`config.mk`:
```
export PLATFORM = sky130hd
export DESIGN_NAME = servo_status_packet_receiver
export DESIGN_NICKNAME = d
export VERILOG_FILES = /design/src/sspr_pkg.sv /design/src/sspr_ram.sv /design/src/servo_status_packet_receiver.sv
export VERILOG_INCLUDE_DIRS = /design/src /design/src/src
export SDC_FILE = /design/constraint.sdc
export NUM_CORES = 1
export LEC_CHECK = 0
export BUFFER_PORTS_ARGS = -buffer_cell sky130_fd_sc_hd__buf_2
export CORE_MARGIN = 2
export CORE_UTILIZATION = 30
export CTS_CLUSTER_DIAMETER = 50
export CTS_CLUSTER_SIZE = 12
export DETAILED_ROUTE_END_ITERATION = 7
export MAX_ROUTING_LAYER = met4
export SLEW_MARGIN = 20
export SYNTH_ARGS = -nofsm -noshare
export SYNTH_HDL_FRONTEND = slang
export SYNTH_SLANG_ARGS = --single-unit
export TNS_END_PERCENT = 10
```
`constraint.sdc`:
```
create_clock -name aclk -period 4.6 [get_ports aclk]
set_input_delay 0.92 -clock aclk [delete_from_list [all_inputs] [get_ports aclk]]
set_output_delay 0.92 -clock aclk [all_outputs]
set_load 0.03 [all_outputs]
```
`src/servo_status_packet_receiver_defines.svh`:
```
// Assertion macros for the servo status packet receiver
`ifndef SERVO_STATUS_PACKET_RECEIVER_DEFINES_SVH
`define SERVO_STATUS_PACKET_RECEIVER_DEFINES_SVH

// same-cycle implication, held off during reset
`define SSPR_ASSERT_NOW(label, clk, rstn, ante, cons) \
    label: assert property (@(posedge clk) disable iff (!(rstn)) (ante) |-> (cons)) \
        else $error("sspr assertion failed");

// next-cycle implication, held off during reset
`define SSPR_ASSERT_NEXT(label, clk, rstn, ante, cons) \
    label: assert property (@(posedge clk) disable iff (!(rstn)) (ante) |=> (cons)) \
        else $error("sspr assertion failed");

`endif

```
`src/sspr_pkg.sv`:
```
// Types and constants shared by the servo status packet receiver
package sspr_pkg;

    localparam int MaxData  = 16;
    localparam int AddrW    = $clog2(MaxData);
    localparam int CntW     = $clog2(MaxData + 1);
    localparam int DataIdxW = 4;

    localparam logic [7:0] HDR_BYTE  = 8'hFF;
    localparam logic [7:0] LEN_EXTRA = 8'd2;

    localparam logic [1:0] OP_ARM  = 2'd0;
    localparam logic [1:0] OP_BYTE = 2'd1;
    localparam logic [1:0] OP_TICK = 2'd2;

    localparam logic [1:0] CFG_HEADER_LIMIT  = 2'd0;
    localparam logic [1:0] CFG_TIMEOUT_TICKS = 2'd1;
    localparam logic [1:0] CFG_BROADCAST_ID  = 2'd2;

    localparam logic [3:0]  RST_HEADER_LIMIT  = 4'd10;
    localparam logic [15:0] RST_TIMEOUT_TICKS = 16'd100;
    localparam logic [7:0]  RST_BROADCAST_ID  = 8'd254;

    typedef enum logic [2:0] {
        ST_OK        = 3'd0,
        ST_NO_HEADER = 3'd1,
        ST_TIMEOUT   = 3'd2,
        ST_WRONG_ID  = 3'd3,
        ST_WRONG_LEN = 3'd4,
        ST_BAD_SUM   = 3'd5
    } status_t;

    typedef struct packed {
        logic [1:0] operation;
        logic [7:0] rx_byte;
        logic [7:0] expected_id;
        logic [4:0] expected_len;
        logic       check_id;
        logic       check_length;
    } in_t;

    typedef struct packed {
        logic                has_data;
        logic [DataIdxW-1:0] data_index;
        logic [7:0]          data_byte;
        logic [2:0]          status;
        logic [7:0]          responder_id;
        logic [7:0]          error_flags;
        logic                last;
    } out_t;

endpackage

```
`src/sspr_ram.sv`:
```
// Generic single-port-write, single-port-read RAM with registered read
module sspr_ram #(
    parameter int WIDTH = 8,
    parameter int DEPTH = 16
) (
    input  logic                     clk,
    input  logic                     wr_en,
    input  logic [$clog2(DEPTH)-1:0] wr_addr,
    input  logic [WIDTH-1:0]         wr_data,
    input  logic [$clog2(DEPTH)-1:0] rd_addr,
    output logic [WIDTH-1:0]         rd_data
);

    logic [WIDTH-1:0] mem [DEPTH];

    always_ff @(posedge clk) begin
        if (wr_en) begin
            mem[wr_addr] <= wr_data;
        end
        rd_data <= mem[rd_addr];
    end

endmodule

```
`src/servo_status_packet_receiver.sv`:
```
// Servo bus status packet receiver: header hunt, field capture, checks, result run
// Input: one word per cycle while no result run is pending; s_ready drops while a run drains.
// Result run: the ending word sets drain_busy_reg; a final-only run then goes to m_valid_reg,
// while a data run first reads the data store (registered read, rd_ok_reg/rd_tag_reg), then gives
// one result per cycle while m_ready holds; s_ready stays low until the final word is issued.
// Reset: synchronous, active low; registers return to defaults, receiver idle, no run.
`include "servo_status_packet_receiver_defines.svh"

module servo_status_packet_receiver (
    input  logic              aclk,
    input  logic              aresetn,
    input  logic              cfg_wr_en,
    input  logic [1:0]        cfg_index,
    input  logic [15:0]       cfg_wdata,
    input  logic              s_valid,
    output logic              s_ready,
    input  sspr_pkg::in_t     s_data,
    output logic              m_valid,
    input  logic              m_ready,
    output sspr_pkg::out_t    m_data
);
    import sspr_pkg::*;

    typedef enum logic [2:0] {
        PH_IDLE,
        PH_HUNT,
        PH_ID,
        PH_LEN,
        PH_ERR,
        PH_DATA,
        PH_SUM
    } phase_t;

    // configuration
    logic [3:0]  header_limit_reg;
    logic [15:0] timeout_ticks_reg;
    logic [7:0]  broadcast_id_reg;

    // transaction state
    phase_t         phase_reg, phase_next;
    logic           prev_ff_reg, prev_ff_next;
    logic [3:0]     hunt_count_reg, hunt_count_next;
    logic [15:0]    gap_reg, gap_next;
    logic [7:0]     want_id_reg, want_id_next;
    logic [CntW-1:0] want_len_reg, want_len_next;
    logic           chk_id_reg, chk_id_next;
    logic           chk_len_reg, chk_len_next;
    logic [7:0]     got_id_reg, got_id_next;
    logic [7:0]     got_len_reg, got_len_next;
    logic [7:0]     got_err_reg, got_err_next;
    logic [7:0]     sum_reg, sum_next;
    logic [CntW-1:0] data_count_reg, data_count_next;

    // result run
    logic            drain_busy_reg, drain_busy_next;
    logic [CntW-1:0] drain_idx_reg, drain_idx_next;
    logic [CntW-1:0] drain_len_reg, drain_len_next;
    status_t         fin_status_reg, fin_status_next;
    logic            rd_ok_reg, rd_ok_next;
    logic [CntW-1:0] rd_tag_reg, rd_tag_next;
    logic            m_valid_reg, m_valid_next;
    out_t            m_data_reg, m_data_next;

    logic            accept;
    logic            fin;
    status_t         fin_code;
    logic [CntW-1:0] arm_len;
    logic [15:0]     gap_inc;
    logic            id_ok;
    logic            len_ok;
    logic            out_free;
    logic            drain_in_data;
    logic            rd_hit;
    logic            emit_data;
    logic            emit_final;
    logic            mem_we;
    logic [7:0]      rd_data;
    logic [CntW-1:0] drain_idx_inc;

    assign accept  = s_valid && s_ready;
    assign s_ready = !drain_busy_reg;
    assign arm_len = (s_data.expected_len > CntW'(MaxData)) ? CntW'(MaxData)
                                                            : CntW'(s_data.expected_len);
    assign gap_inc = (gap_reg == 16'hFFFF) ? gap_reg : gap_reg + 16'd1;
    assign id_ok   = !chk_id_reg || (want_id_reg == broadcast_id_reg)
                     || (got_id_reg == want_id_reg);
    assign len_ok  = !chk_len_reg || (got_len_reg == {{(8-CntW){1'b0}}, want_len_reg} + LEN_EXTRA);
    assign mem_we  = accept && (s_data.operation == OP_BYTE) && (phase_reg == PH_DATA);

    // packet parser
    always_comb begin
        phase_next      = phase_reg;
        prev_ff_next    = prev_ff_reg;
        hunt_count_next = hunt_count_reg;
        gap_next        = gap_reg;
        want_id_next    = want_id_reg;
        want_len_next   = want_len_reg;
        chk_id_next     = chk_id_reg;
        chk_len_next    = chk_len_reg;
        got_id_next     = got_id_reg;
        got_len_next    = got_len_reg;
        got_err_next    = got_err_reg;
        sum_next        = sum_reg;
        data_count_next = data_count_reg;
        fin             = 1'b0;
        fin_code        = ST_OK;

        if (accept) begin
            if (s_data.operation == OP_ARM) begin
                want_id_next    = s_data.expected_id;
                want_len_next   = arm_len;
                chk_id_next     = s_data.check_id;
                chk_len_next    = s_data.check_length;
                phase_next      = PH_HUNT;
                prev_ff_next    = 1'b0;
                hunt_count_next = 4'd0;
                gap_next        = 16'd0;
                got_id_next     = 8'd0;
                got_len_next    = 8'd0;
                got_err_next    = 8'd0;
                sum_next        = 8'd0;
                data_count_next = '0;
            end else if (phase_reg != PH_IDLE) begin
                if (s_data.operation == OP_BYTE) begin
                    gap_next = 16'd0;
                    unique case (phase_reg)
                        PH_HUNT: begin
                            if (s_data.rx_byte == HDR_BYTE && prev_ff_reg) begin
                                prev_ff_next = 1'b0;
                                phase_next   = PH_ID;
                            end else begin
                                prev_ff_next = (s_data.rx_byte == HDR_BYTE);
                                if (hunt_count_reg >= header_limit_reg) begin
                                    fin      = 1'b1;
                                    fin_code = ST_NO_HEADER;
                                end else begin
                                    hunt_count_next = hunt_count_reg + 4'd1;
                                end
                            end
                        end
                        PH_ID: begin
                            got_id_next = s_data.rx_byte;
                            sum_next    = s_data.rx_byte;
                            phase_next  = PH_LEN;
                        end
                        PH_LEN: begin
                            got_len_next = s_data.rx_byte;
                            sum_next     = sum_reg + s_data.rx_byte;
                            phase_next   = PH_ERR;
                        end
                        PH_ERR: begin
                            got_err_next = s_data.rx_byte;
                            sum_next     = sum_reg + s_data.rx_byte;
                            phase_next   = (want_len_reg == '0) ? PH_SUM : PH_DATA;
                        end
                        PH_DATA: begin
                            sum_next        = sum_reg + s_data.rx_byte;
                            data_count_next = data_count_reg + CntW'(1);
                            if (data_count_next >= want_len_reg) begin
                                phase_next = PH_SUM;
                            end
                        end
                        PH_SUM: begin
                            fin = 1'b1;
                            priority if (!id_ok) begin
                                fin_code = ST_WRONG_ID;
                            end else if (!len_ok) begin
                                fin_code = ST_WRONG_LEN;
                            end else if (~sum_reg != s_data.rx_byte) begin
                                fin_code = ST_BAD_SUM;
                            end else begin
                                fin_code = ST_OK;
                            end
                        end
                        default: begin
                        end
                    endcase
                end else if (s_data.operation == OP_TICK) begin
                    gap_next = gap_inc;
                    if (gap_inc >= timeout_ticks_reg) begin
                        fin      = 1'b1;
                        fin_code = ST_TIMEOUT;
                    end
                end
            end
        end

        if (fin) begin
            phase_next      = PH_IDLE;
            prev_ff_next    = 1'b0;
            hunt_count_next = 4'd0;
            gap_next        = 16'd0;
        end
    end

    // result run: data words read from the store, then the final word
    assign out_free      = !m_valid_reg || m_ready;
    assign drain_in_data = drain_idx_reg < drain_len_reg;
    assign rd_hit        = rd_ok_reg && (rd_tag_reg == drain_idx_reg);
    assign emit_data     = drain_busy_reg && drain_in_data && rd_hit && out_free;
    assign emit_final    = drain_busy_reg && !drain_in_data && out_free;
    assign drain_idx_inc = drain_idx_reg + CntW'(1);
    // look one entry ahead when a data word leaves, so the store keeps up
    assign rd_tag_next   = emit_data ? drain_idx_inc : drain_idx_reg;
    assign rd_ok_next    = drain_busy_reg && !emit_final;

    always_comb begin
        drain_busy_next = drain_busy_reg;
        drain_idx_next  = drain_idx_reg;
        drain_len_next  = drain_len_reg;
        fin_status_next = fin_status_reg;
        m_valid_next    = m_valid_reg && !m_ready;
        m_data_next     = m_data_reg;

        if (fin) begin
            drain_busy_next = 1'b1;
            drain_idx_next  = '0;
            drain_len_next  = (fin_code == ST_OK) ? want_len_reg : '0;
            fin_status_next = fin_code;
        end

        if (emit_data) begin
            drain_idx_next           = drain_idx_inc;
            m_valid_next             = 1'b1;
            m_data_next              = '0;
            m_data_next.has_data     = 1'b1;
            m_data_next.data_index   = drain_idx_reg[DataIdxW-1:0];
            m_data_next.data_byte    = rd_data;
        end else if (emit_final) begin
            drain_busy_next          = 1'b0;
            m_valid_next             = 1'b1;
            m_data_next              = '0;
            m_data_next.status       = fin_status_reg;
            m_data_next.responder_id = got_id_reg;
            m_data_next.error_flags  = (fin_status_reg == ST_OK) ? got_err_reg : 8'd0;
            m_data_next.last         = 1'b1;
        end
    end

    sspr_ram #(
        .WIDTH (8),
        .DEPTH (MaxData)
    ) u_data_store (
        .clk     (aclk),
        .wr_en   (mem_we),
        .wr_addr (data_count_reg[AddrW-1:0]),
        .wr_data (s_data.rx_byte),
        .rd_addr (rd_tag_next[AddrW-1:0]),
        .rd_data (rd_data)
    );

    always_ff @(posedge aclk) begin
        if (!aresetn) begin
            header_limit_reg  <= RST_HEADER_LIMIT;
            timeout_ticks_reg <= RST_TIMEOUT_TICKS;
            broadcast_id_reg  <= RST_BROADCAST_ID;
            phase_reg         <= PH_IDLE;
            prev_ff_reg       <= 1'b0;
            hunt_count_reg    <= 4'd0;
            gap_reg           <= 16'd0;
            want_id_reg       <= 8'd0;
            want_len_reg      <= '0;
            chk_id_reg        <= 1'b0;
            chk_len_reg       <= 1'b0;
            got_id_reg        <= 8'd0;
            got_len_reg       <= 8'd0;
            got_err_reg       <= 8'd0;
            sum_reg           <= 8'd0;
            data_count_reg    <= '0;
            drain_busy_reg    <= 1'b0;
            drain_idx_reg     <= '0;
            drain_len_reg     <= '0;
            fin_status_reg    <= ST_OK;
            rd_ok_reg         <= 1'b0;
            rd_tag_reg        <= '0;
            m_valid_reg       <= 1'b0;
            m_data_reg        <= '0;
        end else begin
            if (cfg_wr_en) begin
                unique case (cfg_index)
                    CFG_HEADER_LIMIT:  header_limit_reg  <= cfg_wdata[3:0];
                    CFG_TIMEOUT_TICKS: timeout_ticks_reg <= cfg_wdata;
                    CFG_BROADCAST_ID:  broadcast_id_reg  <= cfg_wdata[7:0];
                    default: begin
                    end
                endcase
            end
            phase_reg      <= phase_next;
            prev_ff_reg    <= prev_ff_next;
            hunt_count_reg <= hunt_count_next;
            gap_reg        <= gap_next;
            want_id_reg    <= want_id_next;
            want_len_reg   <= want_len_next;
            chk_id_reg     <= chk_id_next;
            chk_len_reg    <= chk_len_next;
            got_id_reg     <= got_id_next;
            got_len_reg    <= got_len_next;
            got_err_reg    <= got_err_next;
            sum_reg        <= sum_next;
            data_count_reg <= data_count_next;
            drain_busy_reg <= drain_busy_next;
            drain_idx_reg  <= drain_idx_next;
            drain_len_reg  <= drain_len_next;
            fin_status_reg <= fin_status_next;
            rd_ok_reg      <= rd_ok_next;
            rd_tag_reg     <= rd_tag_next;
            m_valid_reg    <= m_valid_next;
            m_data_reg     <= m_data_next;
        end
    end

    assign m_valid = m_valid_reg;
    assign m_data  = m_data_reg;

    `SSPR_ASSERT_NOW(a_run_blocks_input, aclk, aresetn, drain_busy_reg, !s_ready)
    `SSPR_ASSERT_NOW(a_run_when_idle, aclk, aresetn, drain_busy_reg, phase_reg == PH_IDLE)
    `SSPR_ASSERT_NOW(a_data_in_range, aclk, aresetn, phase_reg == PH_DATA, data_count_reg < want_len_reg)
    `SSPR_ASSERT_NEXT(a_final_ends_run, aclk, aresetn, emit_final, !drain_busy_reg && m_valid && m_data.last)

endmodule

```
==> impl_metrics.yaml <==
routing:
  post-route-drc-count: 0
  antenna_left: 0
  detail_route.wl_per_cell_um: 17.8
  drt_pre_antenna_iters: 5
  number_of_drc_markers_after_the_initial_detailed_route_iteration: 913
  avgViaCountPerCell: 5.09
  detail_route.wirelength_um: 39100
  dr_total_vias: 11200
finish:
  largest_register_ff_count: 128
  fillCellCount: 4797
  nets: 1659
  share_of_cells_above_drive_strength_1_pct: 12.9
  layout-area-overhead-vs-synth_pct: 15.1
  insertedDiodeCount: 0
  final_cell_count_no_fill: 2201
power_and_ir_drop:
  power_frac_clock_pct: 48.6
  power_frac_seq_pct: 47.1
  switchingPower_w: 0.00127
  power_density_nw_per_um2: 351
  irDropWorstVdd_v: 0.000200
  power_leakage_nw: 6.22
  power.total_w: 0.00587
  p_comb_share_pct: 4.3
  cellInternalPower_w: 0.00460
  p_sw_share_pct: 21.7
status:
  result_of_the_run: "finished, final reports clean"
place:
  port_buffers: 82
  hpwl_um: 27100
  post-place-cells: 2141
  place_congestion: 0.869
hold_path:
  min_path_type: "register to register"
  whs_path_depth: 2
setup_path:
  worst-r2r-cell-count: 13
  worstPathBufferInverterCount: 1
  critical_path_class: "register to register"
  path_cells: "and3_1, nand3_1, or4_1, xnor2_1, ha_1, nand2b_1, a2111oi_0, a21oi_1, a41oi_1, a21o_2, nand2_1, buf_4, a311oi_1"
  worstPathRequired_ns: 5.04
  cp_max_fo: 26
  startpoint_type: "register"
  timing.critical_path.max_delay_family: "simple AND/OR/NAND/NOR gates"
  cp.arrival_ns: 4.45
  timing.critical_path.depth: 13
  worstSetupEndpointType: "register"
  worst_path_max_delay_cell: "or4_1"
  critical-path-max-stage-delay_ns: 0.73
synthesis:
  synth_top_flop_cell: "dfxtp_1"
  synth-edff-count: 128
  synth_seq_area_share_pct: 49.3
  synthArstFlopShare_pct: 0
  main_combinational_cell_family_by_area_after_synthesis: "simple AND/OR/NAND/NOR gates"
  synth_compound_gate_area_share_pct: 15.5
  synth-warning-count: 0
  netlist_area_um2: 14500
  mappedNetlistNets: 1594
  synthDistinctLibCells: 78
  post-synth-top-area-cell: "edfxtp_1"
  multiplexer_share_of_the_synthesized_area_pct: 4.67
  post_synth.cell_area_avg_um2: 9.71
  register_bit_count_reported_by_yosys: 294
  synthSimpleGateAreaFrac_pct: 17.7
  synth-adder-area-share_pct: 4.25
  yosys.area_share.xor_xnor_pct: 3.18
  synth_cells: 1498
  synth_top_cells_by_area: "edfxtp_1 (26%), dfxtp_1 (23%), nand2_1 (5.3%)"
  post-synth-top-area-fraction_pct: 26.4
die:
  die_area_um2: 50300
  core_region_area_um2: 47800
  io_pins: 83
  floorplan.die.height_um: 224
  fp.dieW_um: 224
  start_util_pct: 30.4
  fp-row-count: 80
clock_tree:
  cts_tree: "yes"
  cts_buffers: 35
  cts_buffer_depth: 3
  clk_pin_slew_worst_setup_hold_paths_ns: 0.06
  ctsHtreeMaxLevel: 2
  cts_root_buffer: "clkbuf_16"
  worst_skew_pair.late_latency_ns: 0.53
  cts_num_sinks: 294
global_routing:
  grt_max_degree: 71
  grt_pass1_vias: 10900
  initial_antenna_violation_count: 0
  global_route_usage_sum_pct: 16.0
  grt_first_pass_wirelength_um: 61200
  globalRoute.totalOverflow: 0
sta:
  drv_slew: 0
  clock-skew-final_ns: 0.0148
  hold-worst-slack_ns: 0.456
  setup-violations-final: 0
  worstMarginPinSlew_ns: 1.06
  max-slew-margin-rel_pct: 29.6
  setup-tns-final_ns: 0
  timing.final.crit_period_ns: 4.02
  fin_crit_sh_pct: 87.3
  finalHoldViolations: 0
  rsz0062_at_grt: "false"
  max_freq_mhz: 249
run:
  maximum_capacitance_violations: 0
cells by family (layout without fill, tap and decap cells):
group                      count (synthesis)  count (layout)
buffers and inverters                    194             282
and+or+nand+nor                          533             533
DFF                                      294             294
muxes                                     47              47
adders and majority gates                 49              49
AOI/OAI and AO/OA                        329             329
xor gates and xnor gates                  52              52
synth_stat cells (all sizes together) (29+ instances only):
| cell type | count |
|---|---|
| clkbuf | 59 |
| inv | 116 |
| a22oi | 40 |
| nand2b | 73 |
| a211oi | 33 |
| xnor2 | 39 |
| dfxtp | 166 |
| a21oi | 98 |
| nor2 | 114 |
| nand3 | 38 |
| edfxtp | 128 |
| o21ai | 29 |
| ha | 47 |
| nand2 | 205 |
metrics by stage:
| stage | utilization [%] | cell area (µm²) | setup slack [ns] |
|---|---|---|---|
| 2_1_floorplan | - | 14500 | 0.808 |
| 5_1_grt | 35.0 | 16700 | 0.129 |
| 3_5_place_dp | 32.5 | 15600 | 0.478 |
| 3_3_place_gp | 32.5 | 15600 | 0.538 |
| 4_1_cts | 35.0 | 16700 | 0.445 |
| 6_report | 35.0 | 16700 | 0.585 |
timing repair:
action	CTS	global route
hold buffers	0	0
resized for setup	0	2
endpoints found under the setup margin	0	1
endpoints found under the hold margin	0	0
buffers inserted	0	0
routing by layer:
metal / global-route usage (%) / part of all wire, % / wire length, µm / up-vias
met4: 4.29 / 2.4 / 926 / 0
li1: - / - / - / 5448
met5: - / 0 / 0 / -
met2: 26.3 / 48 / 18600 / 271
met3: 2.36 / 4.2 / 1630 / 76
met1: 20.6 / 46 / 17900 / 5416
worst reg2reg max path: stages (launching register included):
cell	delay (ns)
dfxtp_1	0.43
and3_1	0.28
nand3_1	0.29
or4_1	0.74
xnor2_1	0.18
ha_1	0.27
nand2b_1	0.14
a2111oi_0	0.40
a21oi_1	0.08
a41oi_1	0.23
a21o_2	0.33
nand2_1	0.09
buf_4	0.25
a311oi_1	0.24
power by group through the flow:
| stage | Clock (W) | Combinational, W | Sequential [W] |
|---|---|---|---|
| after floorplan | 0 | 0.000148 | 0.00282 |
| after global placement | 0 | 0.000249 | 0.00282 |
| after detailed placement | 0 | 0.000252 | 0.00282 |
| after CTS | 0.00290 | 0.000253 | 0.00277 |
| after global routing | 0.00301 | 0.000281 | 0.00277 |
| final | 0.00285 | 0.000251 | 0.00277 |
final cells by class:
cell class                      instances  area (µm²)  area share [%]
Multi-Input combinational cell       1010        6600            39.4
Sequential cell                       294        7170            42.8
Timing Repair Buffer                  106         591            3.53
Inverter                              116         440            2.63
Tap cell                              615         769            4.60
Clock inverter                         16         244            1.46
Clock buffer                           44         930            5.55
cell usage in the layout, fill, tap and decap left out, types with 6 or more instances in the layout:
cell type,count
o2111a_1,8
a311oi_1,9
a22oi_1,40
o21ai_0,24
nand2_1,204
nand4_1,13
a211oi_1,33
o221ai_1,7
clkbuf_1,7
mux4_2,16
inv_1,114
mux2i_1,27
buf_4,24
clkbuf_16,35
xnor2_1,39
nor2_1,113
a22o_1,23
nor3b_1,7
edfxtp_1,128
bufinv_16,6
a31oi_1,9
xor2_1,12
buf_2,82
a21oi_1,96
nor2b_1,7
o22ai_1,24
dfxtp_1,165
o211ai_1,7
nand3_1,38
nor3_1,25
nand2b_1,73
and2_1,19
o21a_1,12
ha_1,47
path summary, 6_finish.rpt:
check                        from                    to  slack (ns)
min reg2reg  timeout_ticks_reg[3]  timeout_ticks_reg[3]        0.46
max reg2reg            gap_reg[3]          phase_reg[0]        0.58
max                    gap_reg[3]          phase_reg[0]        0.58
min          timeout_ticks_reg[3]  timeout_ticks_reg[3]        0.46
No activity file was read; power rests on OpenSTA's default activity.
